**config.mk**
```make
export PLATFORM = sky130hd
export DESIGN_NAME = orbit_round_robin_event_splitter
export DESIGN_NICKNAME = d
export VERILOG_FILES = /design/src/hw/rtl/orrs_pkg.sv /design/src/hw/rtl/orbit_round_robin_event_splitter.sv /design/src/hw/rtl/orrs_tracker.sv
export SDC_FILE = /design/constraint.sdc
export NUM_CORES = 1
export LEC_CHECK = 0
export BUFFER_PORTS_ARGS = -buffer_cell sky130_fd_sc_hd__buf_4
export CAP_MARGIN = 20
export CORE_ASPECT_RATIO = 0.5
export CORE_MARGIN = 1.5
export CORE_UTILIZATION = 40
export DETAILED_ROUTE_END_ITERATION = 8
export PLACE_DENSITY_LB_ADDON = 0.12
export REMOVE_ABC_BUFFERS = 1
export SLEW_MARGIN = 0
export SYNTH_ARGS = -nofsm -noshare
export SYNTH_HDL_FRONTEND = slang
export SYNTH_HIERARCHICAL = 1
export SYNTH_SLANG_ARGS = --single-unit
```
**constraint.sdc**
```tcl
create_clock -name clk -period 8.35 [get_ports clk]
set_input_delay 0 -clock clk [delete_from_list [all_inputs] [get_ports clk]]
set_output_delay 0 -clock clk [all_outputs]
set_load 0.005 [all_outputs]
```
**src/hw/rtl/orrs_pkg.sv**
```systemverilog
// ----------------------------------------------------------------------------
// orrs_pkg
// Shared widths, field positions and the per-word result type of the orbit
// round-robin event splitter.
// ----------------------------------------------------------------------------
package orrs_pkg;

  localparam int WORD_W     = 64;  // stream word
  localparam int COUNT_W    = 12;  // payload word count in header bits 11:0
  localparam int ORBIT_W    = 30;  // orbit number in header bits 53:24
  localparam int ORBIT_LSB  = 24;
  localparam int TOTAL_W    = 32;  // saturating totals
  localparam int CFG_W      = 5;   // sink_count register
  localparam int SINK_OUT_W = 4;   // sink index as shown on the output

  localparam int DEFAULT_MAX_SINKS = 16;

  localparam logic [CFG_W-1:0] SINK_COUNT_RESET = CFG_W'(1);

  // Output payload layout, lowest bit first.
  localparam int TDATA_W = WORD_W + 3 * TOTAL_W;  // 160 bits, whole bytes
  localparam int TUSER_W = SINK_OUT_W + 1;        // sink index, header flag

  typedef struct packed {
    logic [TOTAL_W-1:0]    candidate_total;
    logic [TOTAL_W-1:0]    event_total;
    logic [TOTAL_W-1:0]    orbit_total;
    logic                  end_of_event;
    logic                  is_header;
    logic [SINK_OUT_W-1:0] sink_index;
    logic [WORD_W-1:0]     out_word;
  } result_t;

endpackage

```
**src/hw/rtl/orbit_round_robin_event_splitter.sv**
```systemverilog
// ----------------------------------------------------------------------------
// orbit_round_robin_event_splitter
// Splits a 64-bit event stream over round-robin sinks chosen per orbit.
// ----------------------------------------------------------------------------
// Every word that enters on the slave stream leaves on the master stream one
// transaction later, unchanged, tagged with the sink that should receive it,
// a header flag, an end-of-event flag and three saturating 32-bit totals
// (orbit changes, headers and payload words seen so far, this word included).
// Framing comes only from the payload count in header bits 11:0: the first
// word after reset is a header, and after a header with count N the next N
// words are payload. A header whose orbit (bits 53:24) differs from the last
// one moves the sink on by one, wrapping at the configured sink count; the
// first header after reset always goes to sink 0. The block takes one word
// per clock cycle at full rate while the output is not stalled. Each word
// passes through the input register and then the result register, with
// the framing and sink decision between them.
// The sink count is written through the configuration channel, which is
// always ready, and should only be changed while no word is in flight.
// ----------------------------------------------------------------------------
module orbit_round_robin_event_splitter
  import orrs_pkg::*;
#(
  parameter int MAX_SINKS = DEFAULT_MAX_SINKS
) (
  input  logic               clk,
  input  logic               rst,
  // Configuration channel: sink_count
  input  logic               cfg_valid,
  output logic               cfg_ready,
  input  logic [CFG_W-1:0]   cfg_data,
  // Slave stream
  input  logic               s_axis_tvalid,
  output logic               s_axis_tready,
  input  logic [WORD_W-1:0]  s_axis_tdata,   // [63:0] stream_word
  // Master stream
  output logic               m_axis_tvalid,
  input  logic               m_axis_tready,
  output logic [TDATA_W-1:0] m_axis_tdata,   // [63:0] out_word, [95:64] orbit_total,
                                             // [127:96] event_total,
                                             // [159:128] candidate_total
  output logic               m_axis_tlast,   // end_of_event
  output logic [TUSER_W-1:0] m_axis_tuser    // [3:0] sink_index, [4] is_header
);

  logic [CFG_W-1:0]  sink_count;

  logic              in_valid;
  logic [WORD_W-1:0] in_word;
  logic              out_valid;
  result_t           out_res;
  result_t           result;

  logic              out_free;
  logic              advance;

  // The configuration register is always ready to take a write.
  assign cfg_ready = 1'b1;

  always_ff @(posedge clk) begin
    if (rst) begin
      sink_count <= SINK_COUNT_RESET;
    end else if (cfg_valid && cfg_ready) begin
      sink_count <= cfg_data;
    end
  end

  // The result register can take a new word when it is empty or being
  // drained in this cycle; the word in the input register then moves on and
  // the tracker commits its state for that word.
  assign out_free      = !out_valid || m_axis_tready;
  assign advance       = in_valid && out_free;
  assign s_axis_tready = !in_valid || advance;

  always_ff @(posedge clk) begin
    if (rst) begin
      in_valid <= 1'b0;
    end else if (s_axis_tready) begin
      in_valid <= s_axis_tvalid;
    end
  end

  always_ff @(posedge clk) begin
    if (s_axis_tvalid && s_axis_tready) begin
      in_word <= s_axis_tdata;
    end
  end

  orrs_tracker #(
    .MAX_SINKS (MAX_SINKS)
  ) u_tracker (
    .clk        (clk),
    .rst        (rst),
    .word       (in_word),
    .advance    (advance),
    .sink_count (sink_count),
    .result     (result)
  );

  always_ff @(posedge clk) begin
    if (rst) begin
      out_valid <= 1'b0;
    end else if (out_free) begin
      out_valid <= in_valid;
    end
  end

  always_ff @(posedge clk) begin
    if (advance) begin
      out_res <= result;
    end
  end

  assign m_axis_tvalid = out_valid;
  assign m_axis_tdata  = {out_res.candidate_total, out_res.event_total,
                          out_res.orbit_total, out_res.out_word};
  assign m_axis_tlast  = out_res.end_of_event;
  assign m_axis_tuser  = {out_res.is_header, out_res.sink_index};

endmodule

```
**src/hw/rtl/orrs_tracker.sv**
```systemverilog
// ----------------------------------------------------------------------------
// orrs_tracker
// Event framing, orbit tracking, round-robin sink selection and saturating
// totals. Works out the result for the word in the input register and
// updates its state when that word moves on.
// ----------------------------------------------------------------------------
module orrs_tracker
  import orrs_pkg::*;
#(
  parameter int MAX_SINKS = DEFAULT_MAX_SINKS
) (
  input  logic              clk,
  input  logic              rst,
  input  logic [WORD_W-1:0] word,
  input  logic              advance,
  input  logic [CFG_W-1:0]  sink_count,
  output result_t           result
);

  // The register is CFG_W bits, so the usable count never exceeds its maximum.
  localparam int CFG_MAX = (1 << CFG_W) - 1;
  localparam int EFF_MAX = (MAX_SINKS < CFG_MAX) ? MAX_SINKS : CFG_MAX;
  localparam int SINK_W  = (EFF_MAX > 1) ? $clog2(EFF_MAX) : 1;

  logic [COUNT_W-1:0] payload_left, payload_left_next;
  logic [ORBIT_W-1:0] previous_orbit, previous_orbit_next;
  logic               orbit_seen, orbit_seen_next;
  logic [SINK_W-1:0]  current_sink, current_sink_next;
  logic [TOTAL_W-1:0] orbit_counter, orbit_counter_next;
  logic [TOTAL_W-1:0] event_counter, event_counter_next;
  logic [TOTAL_W-1:0] candidate_counter, candidate_counter_next;

  logic               is_header;
  logic               orbit_change;
  logic [ORBIT_W-1:0] orbit;
  logic [COUNT_W-1:0] count;
  logic [CFG_W-1:0]   eff_sinks;
  logic [SINK_W:0]    sink_inc;
  logic [SINK_W-1:0]  sink_step;
  logic               end_of_event;

  function automatic logic [TOTAL_W-1:0] sat_inc(input logic [TOTAL_W-1:0] v);
    return (&v) ? v : v + TOTAL_W'(1);
  endfunction

  assign is_header    = (payload_left == '0);
  assign orbit        = word[ORBIT_LSB +: ORBIT_W];
  assign count        = word[COUNT_W-1:0];
  assign orbit_change = is_header && (!orbit_seen || (orbit != previous_orbit));

  // A count of zero acts as one; a count above the limit is clamped to it.
  assign eff_sinks = (sink_count == '0)              ? CFG_W'(1) :
                     (sink_count > CFG_W'(EFF_MAX)) ? CFG_W'(EFF_MAX) : sink_count;

  assign sink_inc  = {1'b0, current_sink} + (SINK_W+1)'(1);
  assign sink_step = (CFG_W'(sink_inc) >= eff_sinks) ? '0 : SINK_W'(sink_inc);

  always_comb begin
    payload_left_next      = payload_left;
    previous_orbit_next    = previous_orbit;
    orbit_seen_next        = orbit_seen;
    current_sink_next      = current_sink;
    orbit_counter_next     = orbit_counter;
    event_counter_next     = event_counter;
    candidate_counter_next = candidate_counter;
    if (is_header) begin
      if (orbit_change) begin
        current_sink_next   = orbit_seen ? sink_step : '0;
        orbit_counter_next  = sat_inc(orbit_counter);
        previous_orbit_next = orbit;
        orbit_seen_next     = 1'b1;
      end
      event_counter_next = sat_inc(event_counter);
      payload_left_next  = count;
      end_of_event       = (count == '0);
    end else begin
      candidate_counter_next = sat_inc(candidate_counter);
      payload_left_next      = payload_left - COUNT_W'(1);
      end_of_event           = (payload_left == COUNT_W'(1));
    end
  end

  always_comb begin
    result.out_word        = word;
    result.sink_index      = SINK_OUT_W'(current_sink_next);
    result.is_header       = is_header;
    result.end_of_event    = end_of_event;
    result.orbit_total     = orbit_counter_next;
    result.event_total     = event_counter_next;
    result.candidate_total = candidate_counter_next;
  end

  always_ff @(posedge clk) begin
    if (rst) begin
      payload_left      <= '0;
      previous_orbit    <= '0;
      orbit_seen        <= 1'b0;
      current_sink      <= '0;
      orbit_counter     <= '0;
      event_counter     <= '0;
      candidate_counter <= '0;
    end else if (advance) begin
      payload_left      <= payload_left_next;
      previous_orbit    <= previous_orbit_next;
      orbit_seen        <= orbit_seen_next;
      current_sink      <= current_sink_next;
      orbit_counter     <= orbit_counter_next;
      event_counter     <= event_counter_next;
      candidate_counter <= candidate_counter_next;
    end
  end

endmodule

```
Word level (Yosys, flattened, before mapping):

Cells that the tools add are included.

* register bits after elaboration: 380
* word-level logic and storage cells: 58
* output and inout bits: 169
* input port bits: 74

* equal/unequal tests: 2
* order comparisons: 2
* add/subtract/negate cells: 5
* muxes and demuxes: 15
* reduce and logical (&&, ||, !) cells: 16

Operators by type and width (number)
* 2-to-1 mux 32 bit: 7
* adder 32 x 1 -> 32 bit (second input constant): 3
* AND reduction 32 bit: 3
* inequality test 30 bit: 1
* zero test 12 bit: 2
* 2-to-1 mux 4 bit: 4
* == test 12 x 1 -> 1 bit (second input constant): 1
* 2-to-1 mux 12 bit: 1
* subtractor 12 x 1 -> 12 bit (second input constant): 1
* 2-to-1 mux 5 bit: 2
* adder 4 x 1 -> 5 bit (second input constant): 1
* >= comparator 5 bit: 1
* > comparator 5 bit (second input constant): 1
* zero test 5 bit: 1
* logical AND 1 bit: 3
* zero test 1 bit: 3
* logical OR 1 bit: 3
* AND reduction 3 bit: 1
* 2-to-1 mux 1 bit: 1

Logic depth before layout (Yosys ltp):

Gate-level depths: netlist of the first run.

* depth after elaboration: 8
* depth in mapped cells: 10
* depth with buffers taken out: 10

Modules after synthesis:

Netlist of the first run, hierarchy kept.

By module, submodules not included
* orrs_tracker: cells each 1250, area each 9908.3 um^2, instances 1, seq. area each 2862.7 um^2
* orbit_round_robin_event_splitter: cells each 258, area each 7185.6 um^2, instances 1, seq. area each 7046.8 um^2

Least setup slack after synthesis of the first run:

No wires, ideal clock.

* path type: flip-flop to flip-flop
* start point: register out_valid, in the netlist m_axis_tvalid
* end point: register u_tracker.orbit_counter[28]
* setup slack: 2461 ps
* arrival: 5774 ps
* cell stages (with the launch flop): 8
* clock period less this slack: 5889 ps
* required time: 8235 ps
* path through: dfxtp_1 nand2b_1 and2_1 inv_1 clkbuf_1 or4_1 o31a_1 o21ba_2

* longest elaborated chain between the ends: 3

Ends and longest elaborated chain
* start: declaration: line orbit_round_robin_event_splitter.sv:49 `logic out_valid;`
* start signal: assignment: line orbit_round_robin_event_splitter.sv:103 `out_valid <= in_valid;`
* zero test 1 bit: line orbit_round_robin_event_splitter.sv:70 `assign out_free = !out_valid || m_axis_tready;`
* logical OR 1 bit: line orbit_round_robin_event_splitter.sv:70
* logical AND 1 bit: line orbit_round_robin_event_splitter.sv:71 `assign advance = in_valid && out_free;`
* net advance: line orbit_round_robin_event_splitter.sv:54 `logic advance;`
* end signal: assignment: line orrs_tracker.sv:107 `orbit_counter <= orbit_counter_next;`
* end: declaration: line orrs_tracker.sv:29 `logic [TOTAL_W-1:0] orbit_counter, orbit_counter_next;`

The timed path passes the listed nets, and every way through them passes these cells.
A chain may end at the register's enable or synchronous reset.

Final worst setup path of the first run:

* start point: register out_valid, in the netlist m_axis_tvalid
* end point: register u_tracker.payload_left[6]

* longest elaborated chain between the ends: 3

Ends and longest elaborated chain
* zero test 1 bit: line orbit_round_robin_event_splitter.sv:70
* logical OR 1 bit: line orbit_round_robin_event_splitter.sv:70
* logical AND 1 bit: line orbit_round_robin_event_splitter.sv:71
* net advance: line orbit_round_robin_event_splitter.sv:54
* end signal: assignment: line orrs_tracker.sv:103 `payload_left <= payload_left_next;`
* end: declaration: line orrs_tracker.sv:25 `logic [COUNT_W-1:0] payload_left, payload_left_next;`

The timed path passes the listed nets, and every way through them passes these cells.

==> impl_metrics.prom, run 1 <==
# TYPE chip_impl_metric gauge
chip_impl_info{name="busiest_layer",value="met2"} 1
chip_impl_metric{name="dp_slack",unit="ns"} 4.63
chip_impl_metric{name="synthCells",unit=""} 1508
chip_impl_metric{name="boundaryPins",unit=""} 243
chip_impl_metric{name="floorplan.die_area",unit="µm²"} 44100
chip_impl_metric{name="ffs_latches_synth",unit=""} 380
chip_impl_metric{name="cts_buffer_depth",unit=""} 3
chip_impl_metric{name="cp_data_arrival_time",unit="ns"} 4.16
chip_impl_metric{name="total_power",unit="W"} 0.00428
chip_impl_metric{name="final_hold_viol_count",unit=""} 0
chip_impl_metric{name="global_route.overflow_total",unit=""} 0
chip_impl_metric{name="async_reset_ff_share",unit="%"} 0
chip_impl_metric{name="layout_setup_ws",unit="ns"} 4.65
chip_impl_metric{name="vias_per_cell",unit=""} 5.04
chip_impl_metric{name="dr_total_vias",unit=""} 11800
chip_impl_info{name="start_kind",value="flop"} 1
chip_impl_metric{name="htree_num_levels",unit=""} 2
chip_impl_metric{name="peakVddDrop",unit="V"} 0.000128
chip_impl_metric{name="globalRouteMet1Util",unit="%"} 21.7
chip_impl_info{name="hold_path_startpoint",value="s_axis_tdata[52]"} 1
chip_impl_metric{name="p_per_area",unit="nW/µm²"} 205
chip_impl_metric{name="nNetsFinal",unit=""} 1818
chip_impl_metric{name="wl",unit="mm"} 38.6
chip_impl_metric{name="p_clk_share",unit="%"} 40.5
chip_impl_metric{name="global_route.usage.total",unit="%"} 17.0
chip_impl_metric{name="floorplan.die.height",unit="µm"} 149
chip_impl_metric{name="length_in_cells_of_the_worst_reg_to_reg_path",unit=""} 10
chip_impl_metric{name="post_drt_wl_per_cell",unit="µm"} 16.5
chip_impl_metric{name="critical_path_peak_fanout",unit=""} 54
chip_impl_metric{name="fmax",unit="GHz"} 0.270
chip_impl_metric{name="finalSetupViolCount",unit=""} 0
chip_impl_metric{name="area_growth_syn_to_layout",unit="%"} 22.3
chip_impl_metric{name="power.static_leakage",unit="nW"} 7.60
chip_impl_metric{name="internal_power",unit="W"} 0.00327
chip_impl_metric{name="timing.final.crit_period",unit="ns"} 3.70
chip_impl_metric{name="postSynthAreaPerCell",unit="µm²"} 11.3
chip_impl_metric{name="timing.max_slew.rel_slack",unit="%"} 28.2
chip_impl_metric{name="worst_clock_skew",unit="ns"} 0.0168
chip_impl_info{name="tritoncts_clock_tree",value="built"} 1
chip_impl_metric{name="ctsResizeCount",unit=""} 0
chip_impl_metric{name="effective_utilization_at_floorplan",unit="%"} 40.7
chip_impl_metric{name="max_slew.worst_pin.slew",unit="ns"} 1.07
chip_impl_metric{name="drv.max_cap_violation_count",unit=""} 0
chip_impl_metric{name="initialDrtViolationCount",unit=""} 598
chip_impl_metric{name="groute.layer.met2.usage",unit="%"} 29.6
chip_impl_metric{name="antenna_found_initial",unit=""} 0
chip_impl_metric{name="min_period_over_period",unit="%"} 44.3
chip_impl_metric{name="post-route-drc-count",unit=""} 0
chip_impl_metric{name="synth-warning-count",unit=""} 6
chip_impl_metric{name="grt_start_max_net_pins",unit=""} 91
chip_impl_metric{name="power.switching_fraction",unit="%"} 23.6
chip_impl_info{name="worstReg2RegStart",value="m_axis_tvalid$_SDFFE_PP0P_"} 1
chip_impl_info{name="grt_setup_unrepaired",value="no"} 1
chip_impl_metric{name="place.gp.congestion",unit=""} 0.788
chip_impl_metric{name="pwr-share-comb",unit="%"} 9.9
chip_impl_info{name="result_of_the_run",value="completed"} 1
chip_impl_info{name="timing.hold.worst.class",value="input port to flop"} 1
chip_impl_info{name="critPathCaptureType",value="flop"} 1
chip_impl_metric{name="clock_latency_late_sink",unit="ns"} 0.53
chip_impl_metric{name="clkSlewWorstSetupHoldPaths",unit="ns"} 0.07
chip_impl_metric{name="dp.cells",unit=""} 2193
chip_impl_metric{name="seq_power_share",unit="%"} 49.6
chip_impl_info{name="worstSetupPathType",value="flop to flop"} 1
chip_impl_metric{name="antenna_cells",unit=""} 0
chip_impl_metric{name="synth.lib_cells_used.distinct",unit=""} 61
chip_impl_metric{name="layoutNonFillerInstCount",unit=""} 2336
chip_impl_info{name="critPathLaunch",value="m_axis_tvalid$_SDFFE_PP0P_"} 1
chip_impl_metric{name="port-buffer-count",unit=""} 241
chip_impl_metric{name="synth.cell_area",unit="µm²"} 17100
chip_impl_metric{name="required",unit="ns"} 8.81
chip_impl_metric{name="hpwl",unit="mm"} 25.1
chip_impl_metric{name="vias_in_the_first_global_route",unit=""} 11600
chip_impl_metric{name="portion_of_the_post_synthesis_area_used_by_sequential_elements",unit="%"} 58.0
chip_impl_metric{name="drive_above_1_share",unit="%"} 20.8
chip_impl_info{name="cts-root-buf",value="sky130_fd_sc_hd__clkbuf_16"} 1
chip_impl_metric{name="placementRows",unit=""} 53
chip_impl_metric{name="first_drt_pass_iteration_count",unit=""} 5
chip_impl_info{name="synth_top_flop_cell",value="sky130_fd_sc_hd__edfxtp_1"} 1
chip_impl_metric{name="timing_max_transition_violations_final",unit=""} 0
chip_impl_metric{name="gr-usage-met3",unit="%"} 2.95
chip_impl_metric{name="coreArea",unit="µm²"} 42000
chip_impl_metric{name="worstHoldPathCells",unit=""} 2
chip_impl_metric{name="clock_sinks",unit=""} 380
chip_impl_metric{name="floorplan.die.width",unit="µm"} 295
chip_impl_metric{name="cts_made_buffers",unit=""} 37
chip_impl_metric{name="number_of_flops_mapped_to_enable_cells_by_yosys",unit=""} 230
chip_impl_metric{name="nFillCells",unit=""} 3819
chip_impl_metric{name="antenna_violating_nets_post_route",unit=""} 0
chip_impl_metric{name="switching_power",unit="W"} 0.00101
chip_impl_metric{name="grt_pass1_wl",unit="mm"} 60.3
chip_impl_metric{name="hold_ws",unit="ns"} 0.185
power by group through the flow:
stage	Combinational (W)	Clock [W]	Sequential [W]
3_5_place_dp	0.000396	0	0.00217
6_report	0.000425	0.00174	0.00212
2_1_floorplan	0.000201	0	0.00217
5_1_grt	0.000466	0.00186	0.00213
3_3_place_gp	0.000384	0	0.00216
4_1_cts	0.000428	0.00179	0.00212
layer usage:
metal	share of wire, %	vias up
met2	50	188
li1	-	5787
met3	3.8	63
met4	2.0	0
met5	0	-
met1	44	5725
critical path, cell delays in order (launching register included):
cell	delay (ns)
sky130_fd_sc_hd__dfxtp_1	0.33
sky130_fd_sc_hd__nand2b_1	0.09
sky130_fd_sc_hd__and2_4	0.65
sky130_fd_sc_hd__buf_4	0.61
sky130_fd_sc_hd__buf_4	0.65
sky130_fd_sc_hd__nand2_1	0.19
sky130_fd_sc_hd__or3_1	0.40
sky130_fd_sc_hd__or3_1	0.34
sky130_fd_sc_hd__nor3_1	0.18
sky130_fd_sc_hd__a21oi_1	0.07
sky130_fd_sc_hd__nor2_1	0.08
registers in the layout, indices dropped and copies added (netlist names):
register                     flops
u_tracker/candidate_counter     32
u_tracker/current_sink           4
u_tracker/event_counter         32
u_tracker/payload_left          12
m_axis_tlast                     1
in_word                         64
m_axis_tuser                     5
u_tracker/orbit_counter         32
sink_count                       5
u_tracker/previous_orbit        30
u_tracker/orbit_seen             1
in_valid                         1
m_axis_tvalid                    1
m_axis_tdata                   160
per-stage QoR:
stage	setup TNS [ns]	instance area, µm²	util (%)
5_1_grt	0	20900	49.7
6_report	0	20900	49.7
3_3_place_gp	0	18900	44.9
4_1_cts	0	20900	49.7
2_1_floorplan	-83.16	16200	-
3_5_place_dp	0	18900	45.0
path summary, 6_finish.rpt:
check                                                 to  slack (ns)
setup / recovery  u_tracker/payload_left[6]$_SDFFE_PP0P_        4.65
hold / removal                     in_word[52]$_DFFE_PP_        0.18
setup reg to reg  u_tracker/payload_left[6]$_SDFFE_PP0P_        4.65
hold reg to reg               m_axis_tdata[63]$_DFFE_PP_        0.42
cells in the mapped netlist, types with 13 or more instances:
cell type	count	area (µm²)
sky130_fd_sc_hd__a21oi_1	24	120
sky130_fd_sc_hd__and2_1	13	81.3
sky130_fd_sc_hd__and3_1	28	175
sky130_fd_sc_hd__buf_4	68	510
sky130_fd_sc_hd__clkbuf_1	60	225
sky130_fd_sc_hd__dfxtp_1	150	3000
sky130_fd_sc_hd__edfxtp_1	230	6910
sky130_fd_sc_hd__inv_1	15	56.3
sky130_fd_sc_hd__mux2_2	27	304
sky130_fd_sc_hd__mux2i_1	36	360
sky130_fd_sc_hd__nand2_1	92	345
sky130_fd_sc_hd__nand3_1	75	375
sky130_fd_sc_hd__nand4_1	68	425
sky130_fd_sc_hd__nor2_1	156	586
sky130_fd_sc_hd__nor2b_1	31	194
sky130_fd_sc_hd__nor3_1	42	210
sky130_fd_sc_hd__nor4_1	49	307
sky130_fd_sc_hd__o21ai_0	20	100
sky130_fd_sc_hd__xnor2_1	91	797
sky130_fd_sc_hd__xor2_1	88	771
logic make-up (layout without fill, tap and decap cells):
| logic type | Yosys count | count (layout) | synth area share, % |
|---|---|---|---|
| other | 1 | 1 | 0.0219 |
| XOR/XNOR | 179 | 179 | 9.17 |
| adder cells (fa/ha/maj) | 11 | 11 | 0.805 |
| buffers and inverters | 162 | 413 | 5.32 |
| multiplexers | 64 | 64 | 3.95 |
| flip-flops | 380 | 380 | 58.0 |
| AO/OA/AOI/OAI | 78 | 78 | 3.13 |
| AND/OR/NAND/NOR | 633 | 633 | 19.6 |
repair_timing:
action	in CTS	in global routing
hold endpoints to repair	88	0
buffers inserted	0	0
hold buffers	78	0
cells in the final DEF (no fill, tap or decap), drive strengths merged, types with 24 or more instances in the layout:
master,count
nand4,68
nor2,157
edfxtp,230
nor2b,32
nand2,93
nor4,53
mux2,28
a21oi,24
buf,255
mux2i,36
and3,28
xnor2,91
nor3,44
clkbuf,50
xor2,88
dlygate4sd3,78
dfxtp,150
nand3,75
final cells by class:
type                            count  area [µm²]  share of cell area [%]
Sequential cell                   380        9910                    47.4
Clock inverter                     15         204                   0.975
Tap cell                          577         722                    3.45
Multi-Input combinational cell    966        6300                    30.1
Timing Repair Buffer              333        2700                    12.9
Clock buffer                       50        1020                    4.90
Inverter                           15        56.3                   0.269
Note: power is estimated with default switching activity, not from simulation.
==> run 2: changes to the inputs <==
==> constraint.sdc (replaced) <==
create_clock -name clk -period 3.25 [get_ports clk]
set_input_delay 0 -clock clk [delete_from_list [all_inputs] [get_ports clk]]
set_output_delay 0 -clock clk [all_outputs]
set_load 0.005 [all_outputs]
==> impl_metrics.prom, run 2 (same netlist as run 1, synthesis figures left out) <==
# TYPE chip_impl_metric gauge
chip_impl_metric{name="antenna_found_initial",unit=""} 0
chip_impl_info{name="result_of_the_run",value="completed"} 1
chip_impl_metric{name="critical_path_peak_fanout",unit=""} 47
chip_impl_metric{name="post_dp_cell_area",unit="µm²"} 19100
chip_impl_metric{name="worstHoldPathCells",unit=""} 2
chip_impl_metric{name="clock_sinks",unit=""} 380
chip_impl_metric{name="global_route.usage.total",unit="%"} 17.6
chip_impl_metric{name="power.static_leakage",unit="nW"} 7.74
chip_impl_info{name="cts-root-buf",value="sky130_fd_sc_hd__clkbuf_16"} 1
chip_impl_metric{name="globalRouteMet1Util",unit="%"} 22.9
chip_impl_metric{name="finalSetupViolCount",unit=""} 0
chip_impl_metric{name="grt_pass1_wl",unit="mm"} 62.2
chip_impl_metric{name="timing_max_transition_violations_final",unit=""} 0
chip_impl_info{name="start_kind",value="flop"} 1
chip_impl_metric{name="worst_clock_skew",unit="ns"} 0.0190
chip_impl_metric{name="floorplan.die.width",unit="µm"} 295
chip_impl_metric{name="postLayoutCoreUtil",unit="%"} 50.4
chip_impl_metric{name="effective_utilization_at_floorplan",unit="%"} 40.7
chip_impl_metric{name="layout_setup_ws",unit="ns"} 0.519
chip_impl_metric{name="antenna_cells",unit=""} 0
chip_impl_metric{name="timing.final.crit_period",unit="ns"} 2.73
chip_impl_metric{name="required",unit="ns"} 3.54
chip_impl_info{name="busiest_layer",value="met2"} 1
chip_impl_metric{name="post_drt_wl_per_cell",unit="µm"} 16.7
chip_impl_metric{name="initialDrtViolationCount",unit=""} 701
chip_impl_metric{name="drive_above_1_share",unit="%"} 21.9
chip_impl_metric{name="post-cts-setup-buffer-count",unit=""} 0
chip_impl_metric{name="max_slew.worst_pin.slew",unit="ns"} 1.01
chip_impl_metric{name="groute.layer.met2.usage",unit="%"} 30.1
chip_impl_metric{name="wl",unit="mm"} 39.5
chip_impl_metric{name="final_hold_viol_count",unit=""} 0
chip_impl_metric{name="boundaryPins",unit=""} 243
chip_impl_metric{name="port-buffer-count",unit=""} 241
chip_impl_metric{name="vias_per_cell",unit=""} 5.02
chip_impl_metric{name="vias_in_the_first_global_route",unit=""} 11800
chip_impl_info{name="timing.hold.worst.class",value="input port to flop"} 1
chip_impl_metric{name="coreArea",unit="µm²"} 42000
chip_impl_metric{name="final_cell_area",unit="µm²"} 21200
chip_impl_metric{name="floorplan.die.height",unit="µm"} 149
chip_impl_info{name="worstSetupPathType",value="flop to flop"} 1
chip_impl_metric{name="peakVddDrop",unit="V"} 0.000286
chip_impl_info{name="critPathCaptureType",value="flop"} 1
chip_impl_metric{name="hpwl",unit="mm"} 26.6
chip_impl_metric{name="area_growth_syn_to_layout",unit="%"} 23.8
chip_impl_metric{name="hold_ws",unit="ns"} 0.0527
chip_impl_info{name="tritoncts_clock_tree",value="built"} 1
chip_impl_metric{name="place.gp.congestion",unit=""} 0.842
chip_impl_metric{name="antenna_violating_nets_post_route",unit=""} 0
chip_impl_metric{name="floorplan.die_area",unit="µm²"} 44100
chip_impl_metric{name="gr-usage-met3",unit="%"} 3.47
chip_impl_info{name="grt_setup_unrepaired",value="no"} 1
chip_impl_metric{name="p_per_area",unit="nW/µm²"} 528
chip_impl_metric{name="fmax",unit="GHz"} 0.366
chip_impl_info{name="layout.cells.most_common",value="sky130_fd_sc_hd__buf_4"} 1
chip_impl_metric{name="dr_total_vias",unit=""} 11900
chip_impl_metric{name="min_period_over_period",unit="%"} 84.0
chip_impl_metric{name="clock_latency_late_sink",unit="ns"} 0.54
chip_impl_info{name="final_cell_mix",value="sky130_fd_sc_hd__buf_4 (273), sky130_fd_sc_hd__edfxtp_1 (230), sky130_fd_sc_hd__nor2_1 (156), sky130_fd_sc_hd__dfxtp_1 (150), sky130_fd_sc_hd__nand2_1 (92)"} 1
chip_impl_metric{name="length_in_cells_of_the_worst_reg_to_reg_path",unit=""} 8
chip_impl_metric{name="cts_made_buffers",unit=""} 38
chip_impl_metric{name="dp_slack",unit="ns"} 0.561
chip_impl_metric{name="timing.max_slew.rel_slack",unit="%"} 32.9
chip_impl_metric{name="placementRows",unit=""} 53
chip_impl_metric{name="first_drt_pass_iteration_count",unit=""} 5
chip_impl_metric{name="max_ffs_per_register",unit=""} 160
chip_impl_metric{name="clkSlewWorstSetupHoldPaths",unit="ns"} 0.06
chip_impl_metric{name="cp_data_arrival_time",unit="ns"} 3.02
chip_impl_metric{name="nNetsFinal",unit=""} 1840
chip_impl_metric{name="drv.max_cap_violation_count",unit=""} 0
chip_impl_metric{name="cts_buffer_depth",unit=""} 3
chip_impl_metric{name="htree_num_levels",unit=""} 2
chip_impl_metric{name="global_route.overflow_total",unit=""} 0
chip_impl_metric{name="grt_start_max_net_pins",unit=""} 90
chip_impl_metric{name="post-route-drc-count",unit=""} 0
run 2: cell count changes in the layout (fill, tap and decap cells not counted):
cell                            delta
sky130_fd_sc_hd__clkinv_4          +1
sky130_fd_sc_hd__buf_4            +18
sky130_fd_sc_hd__buf_6             +1
sky130_fd_sc_hd__dlygate4sd3_1     -1
sky130_fd_sc_hd__clkinvlp_4        +2
sky130_fd_sc_hd__clkbuf_8          -4
sky130_fd_sc_hd__clkbuf_16         +2
sky130_fd_sc_hd__inv_6             +1
sky130_fd_sc_hd__buf_12            +3
sky130_fd_sc_hd__clkinv_8          +2
sky130_fd_sc_hd__clkinv_1          +1
run 2: metal layers:
metal  up-vias  part of all wire (%)
met4         0                   2.0
li1       5842                     -
met5         -                     0
met1      5719                    44
met2       229                    50
met3        61                   4.4
run 2: final cells by class:
| cell class | count | area [µm²] |
|---|---|---|
| inverter | 15 | 56.3 |
| multi-input combinational | 966 | 6300 |
| fill | 3777 | 20900 |
| clock buffer | 48 | 1020 |
| tap | 577 | 722 |
| sequential | 380 | 9910 |
| clock inverter | 22 | 273 |
| timing repair buffer | 354 | 2890 |
run 2: metrics by stage:
stage	total power (W)	instances	setup TNS, ns
6_report	0.0112	2362	0
3_3_place_gp	0.00661	2214	0
4_1_cts	0.0114	2362	0
2_1_floorplan	0.00608	1361	-1021.83
3_5_place_dp	0.00665	2215	0
5_1_grt	0.0117	2362	0
run 2: timing repair:
item	4_1_cts	5_1_grt
hold endpoints to repair	71	0
hold buffers	77	0
endpoints found under the setup margin	0	0
gates resized for setup	0	0
run 2: power by group:
group	internal [W]	total (W)	switching (W)
registers	0.00533	0.00546	0.000122
clock network	0.00266	0.00458	0.00192
logic	0.000501	0.00115	0.000654
run 2: worst paths after layout:
check | from | end | slack (ns)
worst max register to register | u_tracker/orbit_counter[0]$_SDFFE_PP0P_ | m_axis_tdata[65]$_DFFE_PP_ | 0.52
worst max-delay path | u_tracker/orbit_counter[0]$_SDFFE_PP0P_ | m_axis_tdata[65]$_DFFE_PP_ | 0.52
worst min-delay path | rst | u_tracker/previous_orbit[20]$_SDFFE_PP0P_ | 0.05
worst min register to register | in_word[15]$_DFFE_PP_ | m_axis_tdata[15]$_DFFE_PP_ | 0.42
run 2: critical path: stages, from the launching register on:
cell and delay [ns]:
sky130_fd_sc_hd__dfxtp_1 0.45, sky130_fd_sc_hd__ha_1 0.33, sky130_fd_sc_hd__and3_1 0.21, sky130_fd_sc_hd__and3b_1 0.28, sky130_fd_sc_hd__nand4_1 0.33, sky130_fd_sc_hd__nor2_4 0.22
sky130_fd_sc_hd__buf_12 0.25, sky130_fd_sc_hd__nor3_1 0.11, sky130_fd_sc_hd__mux2_2 0.28
